File: src/rtl/rafc_pkg.sv
package rafc_pkg;

  typedef enum logic [2:0] {
    ST_IDLE,
    ST_SCAN,
    ST_INSERT,
    ST_REPLY_HIT,
    ST_REPLY_MISS
  } state_t;

  typedef struct packed {
    logic start;
    logic scan;
    logic insert;
    logic post;
    logic post_hit;
  } cmd_t;

  typedef struct packed {
    logic match;
    logic scan_end;
    logic out_free;
  } status_t;

endpackage

File: src/rtl/rafc_ctrl.sv
module rafc_ctrl (
  input  logic              clk,
  input  logic              rst_n,
  input  logic              in_valid,
  output logic              in_ready,
  input  rafc_pkg::status_t status,
  output rafc_pkg::cmd_t    cmd
);

  rafc_pkg::state_t state_r;
  rafc_pkg::state_t state_nxt;

  always_ff @(posedge clk) begin
    if (!rst_n) begin
      state_r <= rafc_pkg::ST_IDLE;
    end else begin
      state_r <= state_nxt;
    end
  end

  always_comb begin
    state_nxt = state_r;
    case (state_r)
      rafc_pkg::ST_IDLE: begin
        if (in_valid) begin
          state_nxt = rafc_pkg::ST_SCAN;
        end
      end
      rafc_pkg::ST_SCAN: begin
        if (status.match) begin
          state_nxt = rafc_pkg::ST_REPLY_HIT;
        end else if (status.scan_end) begin
          state_nxt = rafc_pkg::ST_INSERT;
        end
      end
      rafc_pkg::ST_INSERT: begin
        state_nxt = rafc_pkg::ST_REPLY_MISS;
      end
      rafc_pkg::ST_REPLY_HIT, rafc_pkg::ST_REPLY_MISS: begin
        if (status.out_free) begin
          state_nxt = rafc_pkg::ST_IDLE;
        end
      end
      default: begin
        state_nxt = rafc_pkg::ST_IDLE;
      end
    endcase
  end

  always_comb begin
    in_ready     = 1'b0;
    cmd          = '0;
    case (state_r)
      rafc_pkg::ST_IDLE: begin
        in_ready  = 1'b1;
        cmd.start = in_valid;
      end
      rafc_pkg::ST_SCAN: begin
        cmd.scan = 1'b1;
      end
      rafc_pkg::ST_INSERT: begin
        cmd.insert = 1'b1;
      end
      rafc_pkg::ST_REPLY_HIT: begin
        cmd.post     = status.out_free;
        cmd.post_hit = 1'b1;
      end
      rafc_pkg::ST_REPLY_MISS: begin
        cmd.post = status.out_free;
      end
      default: begin
        in_ready = 1'b0;
      end
    endcase
  end

  a_post_needs_slot: assert property (@(posedge clk) disable iff (!rst_n)
    cmd.post |-> status.out_free)
    else $error("result posted while the output register is still full");

  a_insert_after_miss: assert property (@(posedge clk) disable iff (!rst_n)
    cmd.insert |-> $past(state_r == rafc_pkg::ST_SCAN) && $past(status.scan_end))
    else $error("insert issued without a finished scan");

endmodule

File: src/rtl/rafc_datapath.sv
module rafc_datapath #(
  parameter int TABLE_DEPTH  = 16,
  parameter int ADDRESS_BITS = 32
) (
  input  logic              clk,
  input  logic              rst_n,
  input  logic [31:0]       in_instr_address,
  input  logic              out_ready,
  output logic              out_valid,
  output logic              out_hit,
  input  rafc_pkg::cmd_t    cmd,
  output rafc_pkg::status_t status
);

  localparam int KEY_W = (ADDRESS_BITS < 32) ? ADDRESS_BITS : 32;
  localparam int IDX_W = (TABLE_DEPTH > 1) ? $clog2(TABLE_DEPTH) : 1;
  localparam int CNT_W = $clog2(TABLE_DEPTH + 1);
  localparam logic [CNT_W-1:0] FULL_CNT = CNT_W'(TABLE_DEPTH);

  logic [KEY_W-1:0] mem [TABLE_DEPTH];

  logic [KEY_W-1:0] key_r;
  logic [KEY_W-1:0] rd_data_r;
  logic [CNT_W-1:0] rd_idx_r;
  logic             cmp_vld_r;
  logic [IDX_W-1:0] fill_r;
  logic [CNT_W-1:0] cnt_r;
  logic             out_valid_r;
  logic             out_hit_r;

  always_ff @(posedge clk) begin
    if (cmd.start) begin
      key_r <= in_instr_address[KEY_W-1:0];
    end
    if (cmd.scan && (rd_idx_r != cnt_r)) begin
      rd_data_r <= mem[rd_idx_r[IDX_W-1:0]];
    end
    if (cmd.insert) begin
      mem[fill_r] <= key_r;
    end
    if (cmd.post) begin
      out_hit_r <= cmd.post_hit;
    end
  end

  always_ff @(posedge clk) begin
    if (!rst_n) begin
      rd_idx_r    <= '0;
      cmp_vld_r   <= 1'b0;
      fill_r      <= '0;
      cnt_r       <= '0;
      out_valid_r <= 1'b0;
    end else begin
      if (cmd.start) begin
        rd_idx_r  <= '0;
        cmp_vld_r <= 1'b0;
      end else if (cmd.scan) begin
        if (rd_idx_r != cnt_r) begin
          rd_idx_r  <= rd_idx_r + CNT_W'(1);
          cmp_vld_r <= 1'b1;
        end else begin
          cmp_vld_r <= 1'b0;
        end
      end
      if (cmd.insert) begin
        fill_r <= fill_r + IDX_W'(1);
        if (cnt_r != FULL_CNT) begin
          cnt_r <= cnt_r + CNT_W'(1);
        end
      end
      if (cmd.post) begin
        out_valid_r <= 1'b1;
      end else if (out_ready) begin
        out_valid_r <= 1'b0;
      end
    end
  end

  assign status.match    = cmp_vld_r && (rd_data_r == key_r);
  assign status.scan_end = !cmp_vld_r && (rd_idx_r == cnt_r);
  assign status.out_free = !out_valid_r || out_ready;

  assign out_valid = out_valid_r;
  assign out_hit   = out_hit_r;

  a_cnt_bound: assert property (@(posedge clk) disable iff (!rst_n)
    cnt_r <= FULL_CNT)
    else $error("valid count above table depth");

  a_scan_bound: assert property (@(posedge clk) disable iff (!rst_n)
    rd_idx_r <= cnt_r)
    else $error("scan index past the valid entries");

  a_fill_step: assert property (@(posedge clk) disable iff (!rst_n)
    cmd.insert |=> fill_r == $past(fill_r) + IDX_W'(1))
    else $error("fill pointer did not advance on insert");

endmodule

File: src/rtl/recent_address_fifo_cache.sv
// Channel   Ports                                   Direction
// input     in_valid, in_ready, in_instr_address    into the block
// result    out_valid, out_ready, out_hit           out of the block
//
// A miss runs these steps in order: accept, one read of the table memory per
// valid entry, drain the last compare, see the scan end, insert and load the
// result register. With an empty table there are no reads and no compare to
// drain.
// A hit ends the walk at the matching entry.
// Reset clears the fill pointer, the valid count and all handshake state.
// A stalled result holds the block before it takes the next item.
module recent_address_fifo_cache #(
  parameter int TABLE_DEPTH  = 16,
  parameter int ADDRESS_BITS = 32
) (
  input  logic        clk,
  input  logic        rst_n,
  input  logic        in_valid,
  output logic        in_ready,
  input  logic [31:0] in_instr_address,
  output logic        out_valid,
  input  logic        out_ready,
  output logic        out_hit
);

  rafc_pkg::cmd_t    cmd;
  rafc_pkg::status_t status;

  rafc_ctrl u_ctrl (
    .clk      (clk),
    .rst_n    (rst_n),
    .in_valid (in_valid),
    .in_ready (in_ready),
    .status   (status),
    .cmd      (cmd)
  );

  rafc_datapath #(
    .TABLE_DEPTH  (TABLE_DEPTH),
    .ADDRESS_BITS (ADDRESS_BITS)
  ) u_datapath (
    .clk              (clk),
    .rst_n            (rst_n),
    .in_instr_address (in_instr_address),
    .out_ready        (out_ready),
    .out_valid        (out_valid),
    .out_hit          (out_hit),
    .cmd              (cmd),
    .status           (status)
  );

endmodule
File: config.mk
export PLATFORM = sky130hd
export DESIGN_NAME = recent_address_fifo_cache
export DESIGN_NICKNAME = d
export VERILOG_FILES = /design/src/rtl/rafc_pkg.sv /design/src/rtl/rafc_ctrl.sv /design/src/rtl/rafc_datapath.sv /design/src/rtl/recent_address_fifo_cache.sv
export SDC_FILE = /design/constraint.sdc
export NUM_CORES = 1
export LEC_CHECK = 0
export ABC_AREA = 1
export BUFFER_PORTS_ARGS = -buffer_cell sky130_fd_sc_hd__buf_2
export CORE_MARGIN = 4
export CORE_UTILIZATION = 30
export DETAILED_ROUTE_END_ITERATION = 10
export HOLD_SLACK_MARGIN = 0.15
export PLACE_DENSITY_LB_ADDON = 0.1
export RECOVER_POWER = 25
export SYNTH_ARGS = -nofsm -noshare
export SYNTH_HDL_FRONTEND = slang
export SYNTH_SLANG_ARGS = --single-unit
File: constraint.sdc
create_clock -name clk -period 3.61 [get_ports clk]
set_input_delay 0.361 -clock clk [delete_from_list [all_inputs] [get_ports clk]]
set_output_delay 0.361 -clock clk [all_outputs]
set_load 0.02 [all_outputs]
After elaboration in Yosys (flattened, before gate mapping)
Memory sizes are Yosys's and may differ from the RTL's. A register that Yosys moved wholly into a read port is not among the register bits.
Index checks and enable logic that the tools add are counted.
- flip-flop bits (word level): 52
- latch bits: 0
- bits in writable memories: 512
- memory bits (read-only): 0
- input port bits: 36
- output and inout bits: 3
- memories: 1
- memories (memory ; depth ; bits a word ; read ports ; clocked after Yosys merged registers in ; write ports ; RTL line ; source):
    u_datapath.mem ; 16 ; 32 ; 1 ; 1 ; 1 ; rafc_datapath.sv:20 ; logic [KEY_W-1:0] mem [TABLE_DEPTH];
- $add $sub $neg: 3
- $mul: 0
- div/mod/pow operators: 0
- magnitude comparators: 0
- equal/unequal tests: 11
- shift operators: 0
- muxes and demuxes: 16
- bitwise operators: 1
- reductions and logical operators: 13
- operators by type and width (cell ; count):
    32-bit equality test ; 1
    3-bit two-way mux ; 4
    3-bit one-hot mux with 4 select lines ; 1
    1-bit two-way mux ; 11
    5-bit by 1-bit adder with 5-bit output (second input constant) ; 2
    3-bit by 2-bit equality test with 1-bit output (second input constant) ; 2
    5-bit equality test ; 1
    5-bit inequality test ; 1
    5-bit inequality test (second input constant) ; 1
    4-bit by 1-bit adder with 4-bit output (second input constant) ; 1
    2-bit AND reduction ; 2
    2-bit OR reduction ; 2
    3-bit by 1-bit equality test with 1-bit output (second input constant) ; 1
    3-bit equality test (second input constant) ; 1
    1-bit logical AND ; 3
    3-bit logical NOT ; 1
    3-bit inequality test (second input constant) ; 1
    3-bit AND reduction ; 1
    1-bit logical NOT ; 2
    2-bit by 1-bit inequality test with 1-bit output (second input constant) ; 1
    2-bit inequality test (second input constant) ; 1
    2-bit nonzero test ; 1
    1-bit logical OR ; 1
    1-bit inverter ; 1

Depth between registers and ports, before layout
Gate-level depths: netlist of run 1.
- depth after elaboration: 5
- depth in mapped cells: 14
- gate-level depth less buffers: 14

Modules after synthesis
From an unflattened synthesis of run 1, not the netlist that was laid out.
- cells, all modules: 1933
- area, all modules: 23941.7 µm²
- by module, submodules not included (module ; instances ; cells an instance ; area each (µm²) ; seq. area each (µm²)):
    rafc_datapath ; 1 ; 1893 ; 23712.7 ; 17646.9
    rafc_ctrl ; 1 ; 40 ; 229.0 ; 60.1

Least setup slack after synthesis of run 1
OpenSTA, ideal clock, no wires.
- path kind: register -> register
- start point: reg u_ctrl.state_r[2]
- end point: reg u_datapath.key_r[0], enable pin
- arrival: 2335 ps
- path slack: 854 ps
- cell stages (with the launch flop): 6
- clock period less this slack: 2756 ps
- path through: dfxtp_1 -> nor2_1 -> inv_1 -> nor2_1 -> inv_1 -> nor2_1
- RTL lines (item ; RTL line ; source):
    start: declaration ; rafc_ctrl.sv:10 ; rafc_pkg::state_t state_r;
    start signal: assignment ; rafc_ctrl.sv:15 ; state_r <= rafc_pkg::ST_IDLE;
    start signal: assignment ; rafc_ctrl.sv:17 ; state_r <= state_nxt;
    end signal: assignment ; rafc_datapath.sv:33 ; key_r <= in_instr_address[KEY_W-1:0];
    end: declaration ; rafc_datapath.sv:22 ; logic [KEY_W-1:0] key_r;

Final worst setup path of run 1
- start point: reg u_datapath.key_r[5]
- end point: reg u_ctrl.state_r[0]
- word-level cells in the longest chain between the ends: 4
- elaborated cells on any way between the ends: 6
- classes of those cells: eq/ne: 2; mux: 2; reduce/logical: 2
- RTL lines (item ; RTL line ; source):
    32-bit equality test * ; rafc_datapath.sv:79 ; assign status.match = cmp_vld_r && (rd_data_r == key_r);
    1-bit logical AND * ; rafc_datapath.sv:79 ;
    3-bit two-way mux or 3-bit inequality test (tied branches) ; - ;
    3-bit one-hot mux with 4 select lines or 3-bit AND reduction (tied branches) ; - ;
Mark *: on every way between the ends. The rest lies on a longest branch, timed or not.
A chain may end at the register's enable or synchronous reset.

==> results of run 1 <==
sequential cells by signal, summed over array words and instances (netlist names), 3 cells and up:
| name | flops |
|---|---|
| u_ctrl.state_r | 3 |
| u_datapath.cnt_r | 5 |
| u_datapath.fill_r | 4 |
| u_datapath.key_r | 32 |
| u_datapath.mem | 512 |
| u_datapath.rd_data_r | 32 |
| u_datapath.rd_idx_r | 5 |
worst max-delay path: stages, from the launching register on:
cell	delay, ps
edfxtp_1	310
clkbuf_1	710
inv_1	160
nand2_1	150
o21ai_0	100
nor2_1	100
nand3_1	70
nor2_1	240
nand3_1	240
nand2_2	110
nand2_2	90
nand2_1	80
nand2_1	50
nor2_1	100
cells in the mapped netlist (2+ instances only):
library cell / number
edfxtp_1: 577
ha_1: 7
o22ai_1: 80
nand4_1: 2
inv_1: 56
buf_1: 2
buf_2: 28
nor3_1: 4
nand2_2: 3
clkbuf_1: 69
o21ai_0: 271
nand3_1: 60
nand2_1: 133
o21ai_1: 2
buf_6: 2
a21oi_1: 14
o211ai_1: 12
xnor2_1: 7
o221ai_1: 52
xor2_1: 10
dfxtp_1: 19
nor2_1: 304
layer usage:
metal | up-vias | track usage | wire length, um
met5 | - | 0 | 0
met4 | 0 | 0.0425 | 1190
met3 | 86 | 0.0231 | 2490
met2 | 285 | 0.257 | 30700
met1 | 7357 | 0.232 | 31800
li1 | 6592 | - | -
worst paths after layout:
| kind | from | end | slack [ps] | cells after the start |
|---|---|---|---|---|
| worst max-delay path | u_datapath.key_r[5]$_DFFE_PP_ | u_ctrl.state_r[0]$_SDFFE_PN0P_ | 1010 | 13 |
| worst min-delay path | in_valid | u_ctrl.state_r[1]$_SDFFE_PN0P_ | 440 | 6 |
| worst max register to register | u_datapath.key_r[5]$_DFFE_PP_ | u_ctrl.state_r[0]$_SDFFE_PN0P_ | 1010 | 13 |
| worst min register to register | u_datapath.cnt_r[4]$_SDFFE_PN0P_ | u_datapath.cnt_r[4]$_SDFFE_PN0P_ | 510 | 2 |
area by class of cell:
| type | instances | area share |
|---|---|---|
| Sequential cell | 596 | 0.645 |
| Multi-Input combinational cell | 970 | 0.180 |
| Clock buffer | 99 | 0.0720 |
| Tap cell | 1030 | 0.0469 |
| Timing Repair Buffer | 128 | 0.0401 |
| Inverter | 58 | 0.00820 |
| Clock inverter | 26 | 0.00784 |
report_power, final:
part           internal, mW  switching (mW)  total (mW)
sequential             8.46           0.420        8.88
combinational         0.746            1.92        2.67
clock                  4.03            2.76        6.79
total                  13.2            5.11        18.3
through the flow:
| step | power (mW) | std cells | area (um^2) | worst slack, ps | hold WS (ps) |
|---|---|---|---|---|---|
| finish | 18.3 | 2907 | 27500 | 1010 | 437 |
| CTS | 18.6 | 2907 | 27500 | 1060 | 403 |
| global placement | 11.7 | 2747 | 25000 | 1130 | 505 |
| global route | 19.2 | 2907 | 27500 | 785 | 452 |
| detailed placement | 11.7 | 2747 | 25000 | 1080 | 506 |
| floorplan | 10.4 | 1726 | 23200 | 854 | 460 |
kinds of logic after synthesis:
logic type                 after synthesis  share of synthesized area
DFF                                    596                      0.765
and+or+nand+nor                        510                     0.0880
AOI/OAI and AO/OA                      436                      0.109
buffers and inverters                  160                     0.0283
xor gates and xnor gates                17                    0.00643
adders and majority gates                7                    0.00378
==> results.py, run 1 <==
metrics = {
    "status": {
        "status": "finished, final reports clean",
    },
    "sta": {
        "rsz0062_at_grt": "no",
        "fin_setup_tns_ps": 0,
        "finalCritPeriodShare": 0.720,
        "min_period_ps": 2600,
        "relSlewSlack": 0.243,
        "hold_viol": 0,
        "finalMaxSlewViolations": 0,
        "fmax_mhz": 385,
        "skew_ps": 28.7,
        "worst_slew_pin_slew_ps": 1130,
        "setup_viol": 0,
    },
    "run": {
        "cap_violations": 0,
    },
    "worst_setup_path": {
        "start_kind": "register",
        "arrival_ps": 3110,
        "worst_ep_required_time_ps": 4120,
        "crit_fanout": 17,
        "worstSetupPathType": "register to register",
        "endpoint_kind": "register",
    },
    "clock_tree": {
        "clockBufferDepth": 3,
        "cts_made_buffers": 70,
        "clk-insertion-delay-late_ps": 600,
        "post_cts_resized": 0,
        "cts_hold_buf": 35,
        "postCtsSetupBuffers": 0,
        "clkTransAtPathRegs_ps": 50,
        "clock_sink_count": 596,
        "cts_tree": "yes",
        "root_buffer": "clkbuf_16",
        "htreeDepth": 3,
    },
    "floorplan": {
        "die_w_um": 286,
        "rows": 101,
        "boundaryPins": 39,
        "start_util": 0.304,
        "dieHeight_um": 286,
        "core_area_um2": 76200,
        "dieArea_um2": 81700,
    },
    "place": {
        "gp_congestion": 0.754,
        "place_hpwl_um": 36500,
        "port_buffers": 38,
    },
    "grt": {
        "grt_remaining_overflow": 0,
        "grt_pass1_vias": 14265,
        "grt_use_total": 0.161,
        "antenna_found_initial": 0,
        "grt_pass1_wl_um": 97800,
        "grt_start_max_net_pins": 187,
    },
    "route": {
        "detail-route-antenna-nets": 0,
        "drt_iter0_drc": 1136,
        "route.detailed.drc": 0,
        "wl_per_cell_um": 22.8,
        "wirelength_um": 66200,
        "routed_via_density": 4.93,
        "vias": 14320,
        "firstDrtPassIters": 5,
    },
    "logic_synthesis": {
        "ys.flop_type": "edfxtp_1",
        "synth.top_cells.by_area": "edfxtp_1 (75%), o21ai_0 (5.9%), nor2_1 (4.9%)",
        "seq_area_frac_synth": 0.765,
        "yosys.area.top_type": "edfxtp_1",
        "synth_area_per_cell_um2": 13.4,
        "async_flop_share": 0,
        "synth_nets": 1769,
        "syn-cell-area_um2": 23200,
        "synth_cell_types": 34,
        "yosysWarnings": 0,
        "netlist_instances": 1726,
        "yosysTopAreaCellShare": 0.748,
        "synth_enable_flop_cells": 577,
        "synth-seq-cells": 596,
    },
    "cells_and_area": {
        "regArea_um2": 17700,
        "area_growth_pct": 18.5,
        "layout_commonest_cell": "edfxtp_1",
        "nFillCells": 7326,
        "fin_nets": 1867,
        "drive_gt1_frac": 0.103,
        "final_util": 0.360,
        "multi_input_area_um2": 4930,
        "final_cell_mix": "edfxtp_1 (577), nor2_1 (286), o21ai_0 (271)",
        "diodes": 0,
    },
    "pwr": {
        "ir_drop_mv": 0.270,
        "p_per_area_nw_per_um2": 668,
        "p_leak_nw": 8.93,
    },
    "worst_hold_path": {
        "holdCritPathClass": "primary input to register",
    },
}
(Power assumes the default switching activity.)
==> run 2: changes to the inputs <==
==> constraint.sdc (replaced) <==
create_clock -name clk -period 2.69 [get_ports clk]
set_input_delay 0.269 -clock clk [delete_from_list [all_inputs] [get_ports clk]]
set_output_delay 0.269 -clock clk [all_outputs]
set_load 0.02 [all_outputs]
==> run 2 against run 1 <==
Register-to-register slack got worse by 570 ps; power rose by 33%; setup slack got worse by 570 ps; largest power group unchanged; count of clock-buffer cells in the layout fell by 4.
==> results.py, run 2 (synthesized netlist as in run 1, its figures left out) <==
metrics = {
    "place": {
        "place_hpwl_um": 36200,
        "gp_congestion": 0.738,
        "port_buffers": 38,
        "dp_worst_setup_slack_ps": 415,
    },
    "route": {
        "vias": 14389,
        "routed_via_density": 4.90,
        "firstDrtPassIters": 7,
        "wl_per_cell_um": 23.2,
        "wirelength_um": 68200,
        "drt_iter0_drc": 978,
        "route.detailed.drc": 0,
        "detail-route-antenna-nets": 0,
    },
    "clock_tree": {
        "clkTransAtPathRegs_ps": 60,
        "post_cts_resized": 0,
        "root_buffer": "clkbuf_16",
        "clockBufferDepth": 3,
        "htreeDepth": 3,
        "clock_sink_count": 596,
        "cts_tree": "yes",
        "cts_made_buffers": 69,
        "clk-insertion-delay-late_ps": 610,
        "postCtsSetupBuffers": 0,
    },
    "pwr": {
        "seq_power_share": 0.482,
        "switching_share": 0.275,
        "ir_drop_mv": 0.428,
        "p_int_mw": 17.7,
        "pwr-share-clk": 0.369,
        "power_mw": 24.4,
        "p_leak_nw": 9.03,
        "p_per_area_nw_per_um2": 883,
        "p_sw_mw": 6.70,
        "pwr-share-comb": 0.148,
    },
    "sta": {
        "hold_viol": 0,
        "rsz0062_at_grt": "no",
        "worst_slack_ps": 438,
        "worst_slew_pin_slew_ps": 812,
        "setup_viol": 0,
        "skew_ps": 28.2,
        "finalCritPeriodShare": 0.837,
        "relSlewSlack": 0.458,
        "min_period_ps": 2250,
        "fmax_mhz": 444,
        "finalMaxSlewViolations": 0,
        "fin_setup_tns_ps": 0,
    },
    "worst_setup_path": {
        "endpoint_kind": "register",
        "start_kind": "register",
        "r2r_slack_ps": 440,
        "worstSetupPathType": "register to register",
        "r2r_start": "u_datapath.key_r[25]$_DFFE_PP_",
        "endpoint": "u_ctrl.state_r[0]$_SDFFE_PN0P_",
        "r2r_cells": 13,
        "timing.rr.end": "u_ctrl.state_r[0]$_SDFFE_PN0P_",
        "worst_ep_required_time_ps": 3180,
        "startpoint": "u_datapath.key_r[25]$_DFFE_PP_",
        "arrival_ps": 2750,
        "crit_fanout": 17,
    },
    "cells_and_area": {
        "layout_commonest_cell": "edfxtp_1",
        "reg.largest.list": "u_datapath.mem (512), u_datapath.key_r (32), u_datapath.rd_data_r (32)",
        "fin_nets": 1894,
        "nFillCells": 7416,
        "diodes": 0,
        "final_util": 0.362,
        "drive_gt1_frac": 0.109,
        "final_cell_mix": "edfxtp_1 (577), nor2_1 (286), o21ai_0 (271)",
        "largest_reg_flops": 512,
        "area_growth_pct": 19.2,
        "largest_register": "u_datapath.mem",
    },
    "floorplan": {
        "start_util": 0.304,
        "core_area_um2": 76200,
        "boundaryPins": 39,
        "dieHeight_um": 286,
        "die_w_um": 286,
        "dieArea_um2": 81700,
        "rows": 101,
    },
    "grt": {
        "grt_remaining_overflow": 0,
        "grt_start_max_net_pins": 114,
        "grt_pass1_wl_um": 99600,
        "grt_pass1_vias": 14147,
        "grt_use_total": 0.166,
        "antenna_found_initial": 2,
    },
    "worst_hold_path": {
        "holdCritPathClass": "primary input to register",
    },
    "status": {
        "status": "finished, final reports clean",
    },
    "run": {
        "cap_violations": 0,
    },
}
-- run 2: cell types whose count changed in the layout (fill, tap and decap cells not counted), sizes merged --
cell | before | now
clkbuf | 124 | 128
clkinvlp | 1 | 0
clkinv | 20 | 26
buf | 68 | 88
-- run 2: power by group through the flow --
stage | Combinational, mW | Clock, mW | Sequential [mW]
after floorplan | 2.03 | 0 | 12.0
after global placement | 3.70 | 0 | 11.9
after detailed placement | 3.71 | 0 | 11.9
after CTS | 3.78 | 9.27 | 11.7
after global routing | 4.08 | 9.67 | 11.8
final | 3.62 | 8.99 | 11.7
-- run 2: cell type report --
type | instances | area [um^2] | share of cell area
clock buffers | 95 | 1910 | 0.0692
clock inverters | 31 | 239 | 0.00866
inverters | 58 | 225 | 0.00816
multi-input cells | 970 | 4930 | 0.179
flip-flops and latches | 596 | 17700 | 0.642
well taps | 1030 | 1290 | 0.0467
repair buffers | 156 | 1290 | 0.0468
-- run 2: stage by stage --
stage               instance area [um^2]  hold WS (ps)  std cells
finish                             27600           234       2936
detailed placement                 25200           448       2775
floorplan                          23200           368       1726
global route                       27600           259       2936
global placement                   25200           449       2775
CTS                                27700           212       2936
-- run 2: worst min-delay path by stage --
stage,slack (ps),cells after the start,from,to
after detailed placement,450,1,in_instr_address[4],u_datapath.key_r[4]$_DFFE_PP_
after global routing,260,5,in_valid,u_datapath.rd_idx_r[0]$_SDFFE_PP0P_
after CTS,210,5,in_valid,u_datapath.rd_idx_r[0]$_SDFFE_PP0P_
after floorplan,370,0,in_instr_address[0],u_datapath.key_r[0]$_DFFE_PP_
after global placement,450,1,in_instr_address[8],u_datapath.key_r[8]$_DFFE_PP_
final,230,5,in_valid,u_datapath.rd_idx_r[0]$_SDFFE_PP0P_
-- run 2: metal layers --
layer / global-route usage / vias up / wire length (um)
met4: 0.0433 / 0 / 1500
met5: 0 / - / 0
li1: - / 6657 / -
met1: 0.230 / 7336 / 31600
met3: 0.0260 / 97 / 2650
met2: 0.272 / 299 / 32500
-- run 2: timing repair --
action                                 in CTS  in global routing
setup endpoints to repair                   0                  0
hold buffers                               35                  0
endpoints found under the hold margin      46                  0
-- run 2: worst max-delay path, cell delays in order (launching register included) --
cell	delay, ps
edfxtp_1	390
clkbuf_1	320
nand2_1	180
nand2_1	90
inv_1	80
nand2_1	50
nor2_1	100
nand2_1	80
nor2_1	230
nand3_1	240
nand2_2	120
nand2_2	90
nor2_1	120
nor2_1	50
